### config.mk
export PLATFORM = sky130hd
export DESIGN_NAME = battery_peak_average_filter
export DESIGN_NICKNAME = d
export VERILOG_FILES = /design/src/rtl/bpaf_pkg.sv /design/src/rtl/battery_peak_average_filter.sv
export SDC_FILE = /design/constraint.sdc
export NUM_CORES = 1
export LEC_CHECK = 0
export BUFFER_PORTS_ARGS = -buffer_cell sky130_fd_sc_hd__buf_4
export CORE_MARGIN = 4
export CORE_UTILIZATION = 35
export DETAILED_ROUTE_END_ITERATION = 10
export PLACE_DENSITY = 0.59
export SKIP_CTS_REPAIR_TIMING = 1
export SLEW_MARGIN = 25
export SYNTH_ARGS = -nofsm -noshare
export SYNTH_HDL_FRONTEND = slang
export SYNTH_SLANG_ARGS = --single-unit
### constraint.sdc
create_clock -name clk -period 4.3 [get_ports clk]
set_clock_uncertainty 0.05 [all_clocks]
set_input_delay 0.645 -clock clk [delete_from_list [all_inputs] [get_ports clk]]
set_output_delay 0.645 -clock clk [all_outputs]
set_load 0.01 [all_outputs]
### src/rtl/bpaf_pkg.sv
// package for the battery peak average filter
// register indexes, reset values and field widths; no dependencies

package bpaf_pkg;

  localparam int SAMPLE_W = 16;
  localparam int COUNT_W  = 8;
  localparam int INDEX_W  = 8;
  localparam int CFG_W    = 16;

  localparam int GROUP_LEN_DEFAULT = 8;

  localparam logic [SAMPLE_W-1:0] WINDOW_RESET  = 16'd200;
  localparam logic [COUNT_W-1:0]  ACCEPT_RESET  = 8'd3;
  localparam logic [SAMPLE_W-1:0] EJECT_RESET   = 16'd3000;
  localparam logic                REMOVE_RESET  = 1'b0;

  typedef enum logic [INDEX_W-1:0] {
    REG_WINDOW    = 8'd0,
    REG_ACCEPT    = 8'd1,
    REG_EJECT     = 8'd2,
    REG_REMOVABLE = 8'd3
  } reg_index_t;

endpackage

### src/rtl/battery_peak_average_filter.sv
// battery peak average filter, top level
// depends on bpaf_pkg for register indexes, reset values and widths
//
// usage: one 16-bit millivolt sample enters per word on the s_ stream, and
// every accepted word gives exactly one result word on the m_ stream holding
// a valid flag and the current filtered voltage. the first sample after reset
// is published directly; later samples pass a window test around the last
// result (or a run of outliers) and feed a running group maximum whose sums
// are averaged after GROUP_LEN group peaks. in removable mode a confirmed
// insert or eject crossing publishes the sample and restarts the groups.
// path: an accepted input word goes from the input register, through one pass
// of compare, max, add and reciprocal multiply, into the result register.
// throughput: one word per cycle while m_tready stays high.
// the cfg channel is always ready; registers should be written while idle.
// reset (rst, synchronous) restores the register defaults and filter state
// and empties both stages. when m_tready is low the result register holds
// and the input register keeps one more word, after which s_tready drops.

module battery_peak_average_filter
  import bpaf_pkg::*;
#(
  parameter int GROUP_LEN = GROUP_LEN_DEFAULT
) (
  input  logic                clk,
  input  logic                rst,
  input  logic                s_tvalid,
  output logic                s_tready,
  input  logic [15:0]         s_tdata,   // sample_mv[15:0]
  output logic                m_tvalid,
  input  logic                m_tready,
  output logic [23:0]         m_tdata,   // result_valid[0], filtered_mv[16:1], zero pad
  input  logic                cfg_valid,
  output logic                cfg_ready,
  input  logic [INDEX_W-1:0]  cfg_index,
  input  logic [CFG_W-1:0]    cfg_data
);

  localparam int CNT_W = (GROUP_LEN > 1) ? $clog2(GROUP_LEN) : 1;
  localparam int SUM_W = SAMPLE_W + CNT_W;
  localparam int SHIFT = SUM_W + CNT_W;
  localparam logic [63:0] RECIP_FULL =
    ((64'd1 << SHIFT) + 64'(GROUP_LEN) - 64'd1) / 64'(GROUP_LEN);
  localparam logic [SUM_W:0] RECIP = RECIP_FULL[SUM_W:0];
  localparam logic [CNT_W-1:0] LAST_FILL = CNT_W'(GROUP_LEN - 1);

  // configuration
  logic [SAMPLE_W-1:0] window_mv;
  logic [COUNT_W-1:0]  accept_count;
  logic [SAMPLE_W-1:0] eject_mv;
  logic                removable;

  // filter state
  logic                first_pending;
  logic                inserted_flag;
  logic [COUNT_W-1:0]  action_count;
  logic [COUNT_W-1:0]  outlier_count;
  logic [CNT_W-1:0]    group_fill;
  logic [SAMPLE_W-1:0] group_peak;
  logic [CNT_W-1:0]    peak_fill;
  logic [SUM_W-1:0]    peak_sum;
  logic [SAMPLE_W-1:0] last_result;

  logic                first_pending_next;
  logic                inserted_flag_next;
  logic [COUNT_W-1:0]  action_count_next;
  logic [COUNT_W-1:0]  outlier_count_next;
  logic [CNT_W-1:0]    group_fill_next;
  logic [SAMPLE_W-1:0] group_peak_next;
  logic [CNT_W-1:0]    peak_fill_next;
  logic [SUM_W-1:0]    peak_sum_next;
  logic [SAMPLE_W-1:0] last_result_next;
  logic                valid_next;

  // stages
  logic                in_vld;
  logic [SAMPLE_W-1:0] in_sample;
  logic                out_flag;
  logic [SAMPLE_W-1:0] out_mv;
  logic                advance;

  // datapath
  logic                crossing;
  logic [COUNT_W-1:0]  action_inc;
  logic [COUNT_W-1:0]  outlier_inc;
  logic                in_window;
  logic                take;
  logic [SAMPLE_W-1:0] peak_new;
  logic [SUM_W-1:0]    sum_new;
  logic [2*SUM_W:0]    product;
  logic [SAMPLE_W-1:0] average;

  assign cfg_ready = 1'b1;
  assign advance   = !m_tvalid || m_tready;
  assign s_tready  = !in_vld || advance;
  assign m_tdata   = {7'd0, out_mv, out_flag};

  always_ff @(posedge clk) begin
    if (rst) begin
      window_mv    <= WINDOW_RESET;
      accept_count <= ACCEPT_RESET;
      eject_mv     <= EJECT_RESET;
      removable    <= REMOVE_RESET;
    end else if (cfg_valid && cfg_ready) begin
      case (cfg_index)
        REG_WINDOW:    window_mv    <= cfg_data;
        REG_ACCEPT:    accept_count <= cfg_data[COUNT_W-1:0];
        REG_EJECT:     eject_mv     <= cfg_data;
        REG_REMOVABLE: removable    <= cfg_data[0];
        default: ;
      endcase
    end
  end

  always_comb begin
    crossing    = removable && ((in_sample < eject_mv) == inserted_flag);
    action_inc  = action_count + COUNT_W'(1);
    outlier_inc = outlier_count + COUNT_W'(1);
    in_window   = ({1'b0, in_sample} <= {1'b0, last_result} + {1'b0, window_mv}) &&
                  ({1'b0, in_sample} + {1'b0, window_mv} >= {1'b0, last_result});
    peak_new    = (in_sample > group_peak) ? in_sample : group_peak;
    sum_new     = peak_sum + SUM_W'(peak_new);
    product     = (2*SUM_W+1)'(sum_new) * (2*SUM_W+1)'(RECIP);
    average     = product[SHIFT +: SAMPLE_W];
  end

  always_comb begin
    first_pending_next = first_pending;
    inserted_flag_next = inserted_flag;
    action_count_next  = action_count;
    outlier_count_next = outlier_count;
    group_fill_next    = group_fill;
    group_peak_next    = group_peak;
    peak_fill_next     = peak_fill;
    peak_sum_next      = peak_sum;
    last_result_next   = last_result;
    valid_next         = 1'b0;
    take               = 1'b0;
    if (first_pending) begin
      first_pending_next = 1'b0;
      last_result_next   = in_sample;
      valid_next         = 1'b1;
    end else if (crossing) begin
      action_count_next = action_inc;
      if (action_inc > accept_count) begin
        action_count_next  = '0;
        inserted_flag_next = !inserted_flag;
        group_fill_next    = '0;
        group_peak_next    = '0;
        peak_fill_next     = '0;
        peak_sum_next      = '0;
        last_result_next   = in_sample;
        valid_next         = 1'b1;
      end
    end else begin
      action_count_next = '0;
      if (in_window) begin
        outlier_count_next = '0;
        take               = 1'b1;
      end else begin
        outlier_count_next = outlier_inc;
        if (outlier_inc >= accept_count) begin
          outlier_count_next = '0;
          take               = 1'b1;
        end
      end
    end
    if (take) begin
      group_peak_next = peak_new;
      group_fill_next = group_fill + CNT_W'(1);
      if (group_fill == LAST_FILL) begin
        group_fill_next = '0;
        group_peak_next = '0;
        peak_sum_next   = sum_new;
        peak_fill_next  = peak_fill + CNT_W'(1);
        if (peak_fill == LAST_FILL) begin
          peak_fill_next   = '0;
          peak_sum_next    = '0;
          last_result_next = average;
          valid_next       = 1'b1;
        end
      end
    end
  end

  always_ff @(posedge clk) begin
    if (rst) begin
      in_vld        <= 1'b0;
      m_tvalid      <= 1'b0;
      first_pending <= 1'b1;
      inserted_flag <= 1'b0;
      action_count  <= '0;
      outlier_count <= '0;
      group_fill    <= '0;
      group_peak    <= '0;
      peak_fill     <= '0;
      peak_sum      <= '0;
      last_result   <= '0;
    end else begin
      if (s_tready) begin
        in_vld <= s_tvalid;
      end
      if (advance) begin
        m_tvalid <= in_vld;
      end
      if (in_vld && advance) begin
        first_pending <= first_pending_next;
        inserted_flag <= inserted_flag_next;
        action_count  <= action_count_next;
        outlier_count <= outlier_count_next;
        group_fill    <= group_fill_next;
        group_peak    <= group_peak_next;
        peak_fill     <= peak_fill_next;
        peak_sum      <= peak_sum_next;
        last_result   <= last_result_next;
      end
    end
  end

  always_ff @(posedge clk) begin
    if (s_tvalid && s_tready) begin
      in_sample <= s_tdata;
    end
    if (in_vld && advance) begin
      out_flag <= valid_next;
      out_mv   <= last_result_next;
    end
  end

  a_group_fill_range: assert property (@(posedge clk) disable iff (rst)
    (group_fill <= LAST_FILL) && (peak_fill <= LAST_FILL))
    else $error("group counters out of range");

  a_first_publishes: assert property (@(posedge clk) disable iff (rst)
    (in_vld && advance && first_pending) |=> (m_tvalid && m_tdata[0]))
    else $error("first sample not published");

  a_first_clears_once: assert property (@(posedge clk) disable iff (rst)
    $fell(first_pending) |-> $past(in_vld && advance))
    else $error("first flag cleared without a sample");

  a_state_holds: assert property (@(posedge clk) disable iff (rst)
    !$past(in_vld && advance) && !$past(rst) |-> $stable(last_result))
    else $error("result changed without a sample");

endmodule
==> results_dict.tcl, run 1 <==
set metrics [dict create \
    gp_congestion 0.842 \
    dieWidth_microns 180 \
    hpwl_microns 22600 \
    cts_max_level 4 \
    num_io_pins 72 \
    drv_cap 0 \
    cts_buffers 17 \
    netlist_instances 1143 \
    rows 62 \
    postRouteAntennaNets 0 \
    violations "setup timing" \
    slew_headroom 0.405 \
    fmax_ghz 0.211 \
    outcome "complete, but fails checks" \
    ir_drop_mv 0.269 \
    hold_viol 0 \
    instances_no_fill 1726 \
    gr-total-overflow 0 \
    path_clk_slew_ns 0.07 \
    initial_utilization 0.357 \
    ys_ff_latch 151 \
    maxSlewViolCount 0 \
    cts.sinks 151 \
    drive_gt1_frac 0.242 \
    grt_max_degree 45 \
    drcViolationCount 0 \
    wl_per_cell_microns 16.9 \
    finalCritPeriodShare 1.10 \
    arrival_ns 5.05 \
    core-area_sq_um 28900 \
    dr_total_vias 8954 \
    cp_max_fo 6 \
    cp.required_ns 4.60 \
    synth_edf_count 33 \
    drt-vias-per-instance 5.19 \
    die_h_microns 180 \
    ys_types 88 \
    syn_area_sq_um 10300 \
    hold_slack_ns 0.339 \
    cts-root-buf "clkbuf_16" \
    grt_pass1_wl_microns 45400 \
    max-clock-path-buffers 2 \
    setup_viol 80 \
    synthFlopType "dfxtp_1" \
    leakagePower_nw 5.54 \
    min_path_type "input pin to flop" \
    finalNetCount 1510 \
    firstDrtPassIters 6 \
    crit_path_end_kind "flop" \
    cp-start-kind "flop" \
    antenna_found_initial 1 \
    placed_area_sq_um 12200 \
    final_area_sq_um 13200 \
    fin_ws_ns -0.450 \
    rsz0062_at_grt "true" \
    insertion_delay_ns 0.43 \
    place_ws_ns -0.671 \
    period_needed_ns 4.75 \
    tightest_slew_ns 0.893 \
    first_global_vias 8691 \
    yosysWarnings 0 \
    syn_to_final_growth_pct 27.4 \
    async_reset_ff_frac 0 \
    n_antenna_cell 0 \
    syn_avg_cell_area_sq_um 9.04 \
    grt_use_total 0.172 \
    port_buffers 63 \
    totalNegativeSetupSlack_ns -28.24 \
    ys_seq_area_frac 0.325 \
    dp_cells 1683 \
    crit_type "flop to flop" \
    cts_tree "done" \
    wl_microns 29200 \
    p_per_area_nw_per_um2 276 \
    drt_iter0_markers 544 \
    die-area_sq_um 32300 \
]
-- final timing paths --
path	start	end	slack, ns	cells past startpoint
worst max register to register	window_mv[1]$_SDFFE_PP0P_	peak_sum[2]$_SDFFE_PP0P_	-0.45	24
worst min register to register	eject_mv[0]$_SDFFE_PP0P_	eject_mv[0]$_SDFFE_PP0P_	0.41	2
worst max-delay path	window_mv[1]$_SDFFE_PP0P_	peak_sum[2]$_SDFFE_PP0P_	-0.45	24
worst min-delay path	s_tdata[7]	in_sample[7]$_DFFE_PP_	0.34	1
-- cell families after synthesis --
group | count (synthesis) | synth area share
AO/OA/AOI/OAI | 293 | 0.194
XOR/XNOR | 50 | 0.0424
adder cells (fa/ha/maj) | 136 | 0.167
buffers and inverters | 123 | 0.0549
flip-flops | 151 | 0.325
multiplexers | 63 | 0.0629
other | 2 | 0.000727
AND/OR/NAND/NOR | 325 | 0.154
-- area by class of cell --
| cell class | instances | area (sq um) |
|---|---|---|
| Clock inverter | 12 | 141 |
| Multi-Input combinational cell | 875 | 6740 |
| Inverter | 76 | 285 |
| Timing Repair Buffer | 208 | 1710 |
| Tap cell | 384 | 480 |
| Fill cell | 2769 | 15800 |
| Clock buffer | 20 | 447 |
| Sequential cell | 151 | 3360 |
-- synthesized netlist by cell type (9+ instances only) --
library cell  instances  share of area
ha_1                133           0.16
dfxtp_1             118           0.23
nand2_1             101          0.037
nor2_1               92          0.033
inv_1                75          0.027
a21oi_1              70          0.034
o21ai_0              65          0.031
mux2i_1              48          0.047
edfxtp_1             33          0.096
xnor2_1              32          0.027
nand3_1              24          0.012
nor3_1               23          0.011
clkbuf_1             19         0.0069
xor2_1               18          0.015
a32o_1               17          0.016
a21o_1               16          0.012
a22o_1               16          0.014
a31oi_1              14         0.0085
buf_4                14          0.010
nor2b_1              13         0.0079
o21a_1               13         0.0094
nand4_1              12         0.0073
o211ai_1             12         0.0087
and3_1               10         0.0061
a211oi_1              9         0.0065
-- critical path: stages (launching register included) --
cell and delay (ns):
dfxtp_1 0.32, buf_4 0.15, ha_1 0.27, a21o_1 0.10
a21oi_1 0.07, o21ai_0 0.14, and2_1 0.20, o41ai_4 0.08
o2111a_1 0.30, o41ai_1 0.44, a21oi_1 0.15, xnor2_1 0.15
ha_1 0.31, nand3_2 0.10, nor2_2 0.05, a31oi_1 0.13
o21ai_1 0.09, or2_1 0.26, o32a_4 0.41, buf_6 0.14
a311oi_4 0.31, buf_4 0.21, clkbuf_16 0.15, nand2_1 0.04
o21ai_0 0.06
-- layer usage --
metal	wire, microns	GRT usage	vias up	part of all wire
li1	-	-	4523	-
met1	14100	0.241	4229	0.48
met2	13600	0.282	179	0.46
met3	1100	0.0283	23	0.038
met4	439	0.0351	0	0.015
met5	0	0	-	0
-- per-stage QoR --
stage | power, mW | utilization
after floorplan | 1.86 | -
after global placement | 2.08 | 0.420
after detailed placement | 2.09 | 0.420
after CTS | 3.63 | 0.440
after global routing | 3.78 | 0.455
final | 3.64 | 0.455
-- report_power, final --
| part | switching, mW | internal, mW | total [mW] |
|---|---|---|---|
| registers | 0.0260 | 1.48 | 1.51 |
| logic | 0.313 | 0.278 | 0.591 |
| clock network | 0.657 | 0.881 | 1.54 |
-- sequential cells by signal, indices dropped and copies added (netlist names) --
name / cells
peak_sum: 19
eject_mv: 16
group_peak: 16
in_sample: 16
last_result: 16
out_mv: 16
window_mv: 16
accept_count: 8
action_count: 8
outlier_count: 8
group_fill: 3
peak_fill: 3
first_pending: 1
in_vld: 1
inserted_flag: 1
m_tvalid: 1
out_flag: 1
removable: 1
-- layout by cell type, fill, tap and decap left out, types with 12 or more instances in the layout --
master       n
a21o_1      16
a21oi_1     60
a21oi_2     13
a22o_1      16
a32o_1      17
buf_4      195
clkbuf_16   21
dfxtp_1    116
edfxtp_1    33
ha_1       131
inv_1       74
mux2i_1     44
nand2_1     99
nand3_1     23
nand4_1     12
nor2_1      91
nor2b_1     13
nor3_1      22
o211ai_1    12
o21a_1      13
o21ai_0     41
o21ai_1     24
xnor2_1     31
xor2_1      16
Power figures use the tool's default switching activity.
==> run 2, diff against run 1 <==
- PLACE_DENSITY: 0.59 -> default
==> run 2 against run 1 <==
The run still ends with setup timing left. Combinational power is 2% lower. Via count is 0.60% higher. Sequential share of layout area is 0.15 points higher. Final cell count is 0.29% lower. Global-route usage is 0.22 points higher. Largest cell class unchanged. Design area is 0.49% lower. Power is 1.9% lower. Wire length is 1.1% higher. Sequential cell count stayed put.
==> results_dict.tcl, run 2 (synthesis gave the netlist of run 1 again) <==
set metrics [dict create \
    violations "setup timing" \
    slew_headroom 0.482 \
    dr_total_vias 9008 \
    use_met3 0.0305 \
    cp-startpoint "in_sample[9]$_DFFE_PP_" \
    finalNetCount 1505 \
    drv_cap 0 \
    dp_cells 1678 \
    dieWidth_microns 180 \
    rows 62 \
    cts_max_level 4 \
    reg2reg_from "in_sample[9]$_DFFE_PP_" \
    cts_buffers 17 \
    reg2reg_setup_slack_ns -0.24 \
    arrival_ns 4.68 \
    tightest_slew_ns 0.776 \
    crit_path_end_kind "flop" \
    insertion_delay_ns 0.44 \
    drt_iter0_markers 548 \
    place_ws_ns -0.568 \
    final_util 0.453 \
    grt_use_total 0.174 \
    largest_reg_flops 19 \
    p_int_mw 2.53 \
    p_per_area_nw_per_um2 272 \
    outcome "complete, but fails checks" \
    multiInputGateArea_sq_um 6770 \
    fin_ws_ns -0.242 \
    hold_viol 0 \
    die_h_microns 180 \
    setup_viol 79 \
    cp_max_fo 7 \
    final_cell_mix "190 x buf_4, 126 x ha_1, 114 x dfxtp_1" \
    worstReg2RegEnd "out_mv[14]$_DFFE_PP_" \
    crit_family "compound AO/OA/AOI/OAI gates" \
    critPathBufInv 2 \
    top_usage_layer "met2" \
    period_needed_ns 4.54 \
    cp-start-kind "flop" \
    ir_drop_mv 0.275 \
    cp.required_ns 4.44 \
    cts_tree "done" \
    globalRouteMet1Util 0.244 \
    syn_to_final_growth_pct 26.8 \
    maxSlewViolCount 0 \
    antenna_found_initial 0 \
    postRouteAntennaNets 0 \
    grt_max_degree 47 \
    path_depth 20 \
    swShare 0.290 \
    leakagePower_nw 5.52 \
    rsz0062_at_grt "true" \
    core-area_sq_um 28900 \
    hpwl_microns 22800 \
    combinationalPowerShare 0.163 \
    firstDrtPassIters 5 \
    pwr-share-clk 0.414 \
    max_stage_delay_ns 0.44 \
    grt_pass1_wl_microns 45600 \
    final_common_cell "buf_4" \
    switching_power_mw 1.03 \
    drt-vias-per-instance 5.23 \
    wl_microns 29600 \
    gr-total-overflow 0 \
    initial_utilization 0.357 \
    port_buffers 63 \
    n_antenna_cell 0 \
    first_global_vias 8606 \
    drcViolationCount 0 \
    endpoint "out_mv[14]$_DFFE_PP_" \
    max-clock-path-buffers 2 \
    instances_no_fill 1721 \
    crit_type "flop to flop" \
    fmax_ghz 0.220 \
    ff_latch_area_sq_um 3360 \
    drive_gt1_frac 0.251 \
    slowest_stage "edfxtp_1" \
    path_clk_slew_ns 0.07 \
    cp_cell_sequence "ha_1 > a21o_1 > a21o_1 > a21oi_1 > nor2_1 > a2111oi_4 > o21ai_2 > buf_6 > mux2_1 > ha_1 > buf_4 > nand3_1 > o22ai_2 > o211a_1 > a31oi_1 > o21ai_1 > nand2_1 > xnor2_2 > nand2_1 > o21ai_0" \
    min_path_type "input pin to flop" \
    r2r_cells 20 \
    num_io_pins 72 \
    fill_cells 2749 \
    wl_per_cell_microns 17.2 \
    totalPowerFinal_mw 3.57 \
    cts-root-buf "clkbuf_16" \
    seqPwrFrac 0.423 \
    die-area_sq_um 32300 \
    regMostFlops "peak_sum" \
    cts.sinks 151 \
    finalCritPeriodShare 1.06 \
    gp_congestion 0.892 \
    use_met2 0.283 \
]
[run 2: area by class of cell]
type                            count  share of cell area
Clock buffer                       18              0.0335
Timing Repair Buffer              202               0.124
Inverter                           76              0.0218
Sequential cell                   151               0.257
Multi-Input combinational cell    876               0.517
Tap cell                          384              0.0367
Clock inverter                     14              0.0101
[run 2: how the worst min path moves through the flow]
stage	depth (start not counted)	slack, ns	from	endpoint
floorplan	2	0.38	peak_sum[11]$_SDFFE_PP0P_	peak_sum[11]$_SDFFE_PP0P_
global placement	2	0.39	eject_mv[2]$_SDFFE_PP0P_	eject_mv[2]$_SDFFE_PP0P_
detailed placement	2	0.40	eject_mv[10]$_SDFFE_PP0P_	eject_mv[10]$_SDFFE_PP0P_
CTS	1	0.31	s_tdata[14]	in_sample[14]$_DFFE_PP_
global route	1	0.31	s_tdata[14]	in_sample[14]$_DFFE_PP_
finish	1	0.32	s_tdata[14]	in_sample[14]$_DFFE_PP_
[run 2: layer usage]
| layer | part of all wire | vias to the layer above |
|---|---|---|
| li1 | - | 4518 |
| met1 | 0.48 | 4257 |
| met2 | 0.46 | 206 |
| met3 | 0.046 | 27 |
| met4 | 0.014 | 0 |
| met5 | 0 | - |
[run 2: stage by stage]
step                      TNS [ns]  area [sq um]  hold slack [ns]
after global routing        -27.74         13100            0.310
after floorplan             -0.969         10400            0.380
after global placement      -18.55         12100            0.395
final                       -11.34         13100            0.322
after detailed placement    -28.48         12100            0.400
after CTS                   -28.73         12700            0.311
[run 2: worst register-to-register path, cell delays in order, from the launching register on]
cell and delay, ns:
edfxtp_1 0.44, ha_1 0.31, a21o_1 0.18, a21o_1 0.17
a21oi_1 0.17, nor2_1 0.10, a2111oi_4 0.30, o21ai_2 0.15
buf_6 0.16, mux2_1 0.34, ha_1 0.33, buf_4 0.14
nand3_1 0.09, o22ai_2 0.22, o211a_1 0.25, a31oi_1 0.13
o21ai_1 0.26, nand2_1 0.15, xnor2_2 0.18, nand2_1 0.07
o21ai_0 0.09
[run 2: power by group through the flow]
stage	Combinational, mW	Sequential, mW	Clock [mW]
finish	0.580	1.51	1.48
global route	0.638	1.51	1.56
CTS	0.546	1.51	1.51
global placement	0.535	1.54	0
detailed placement	0.543	1.54	0
floorplan	0.323	1.54	0
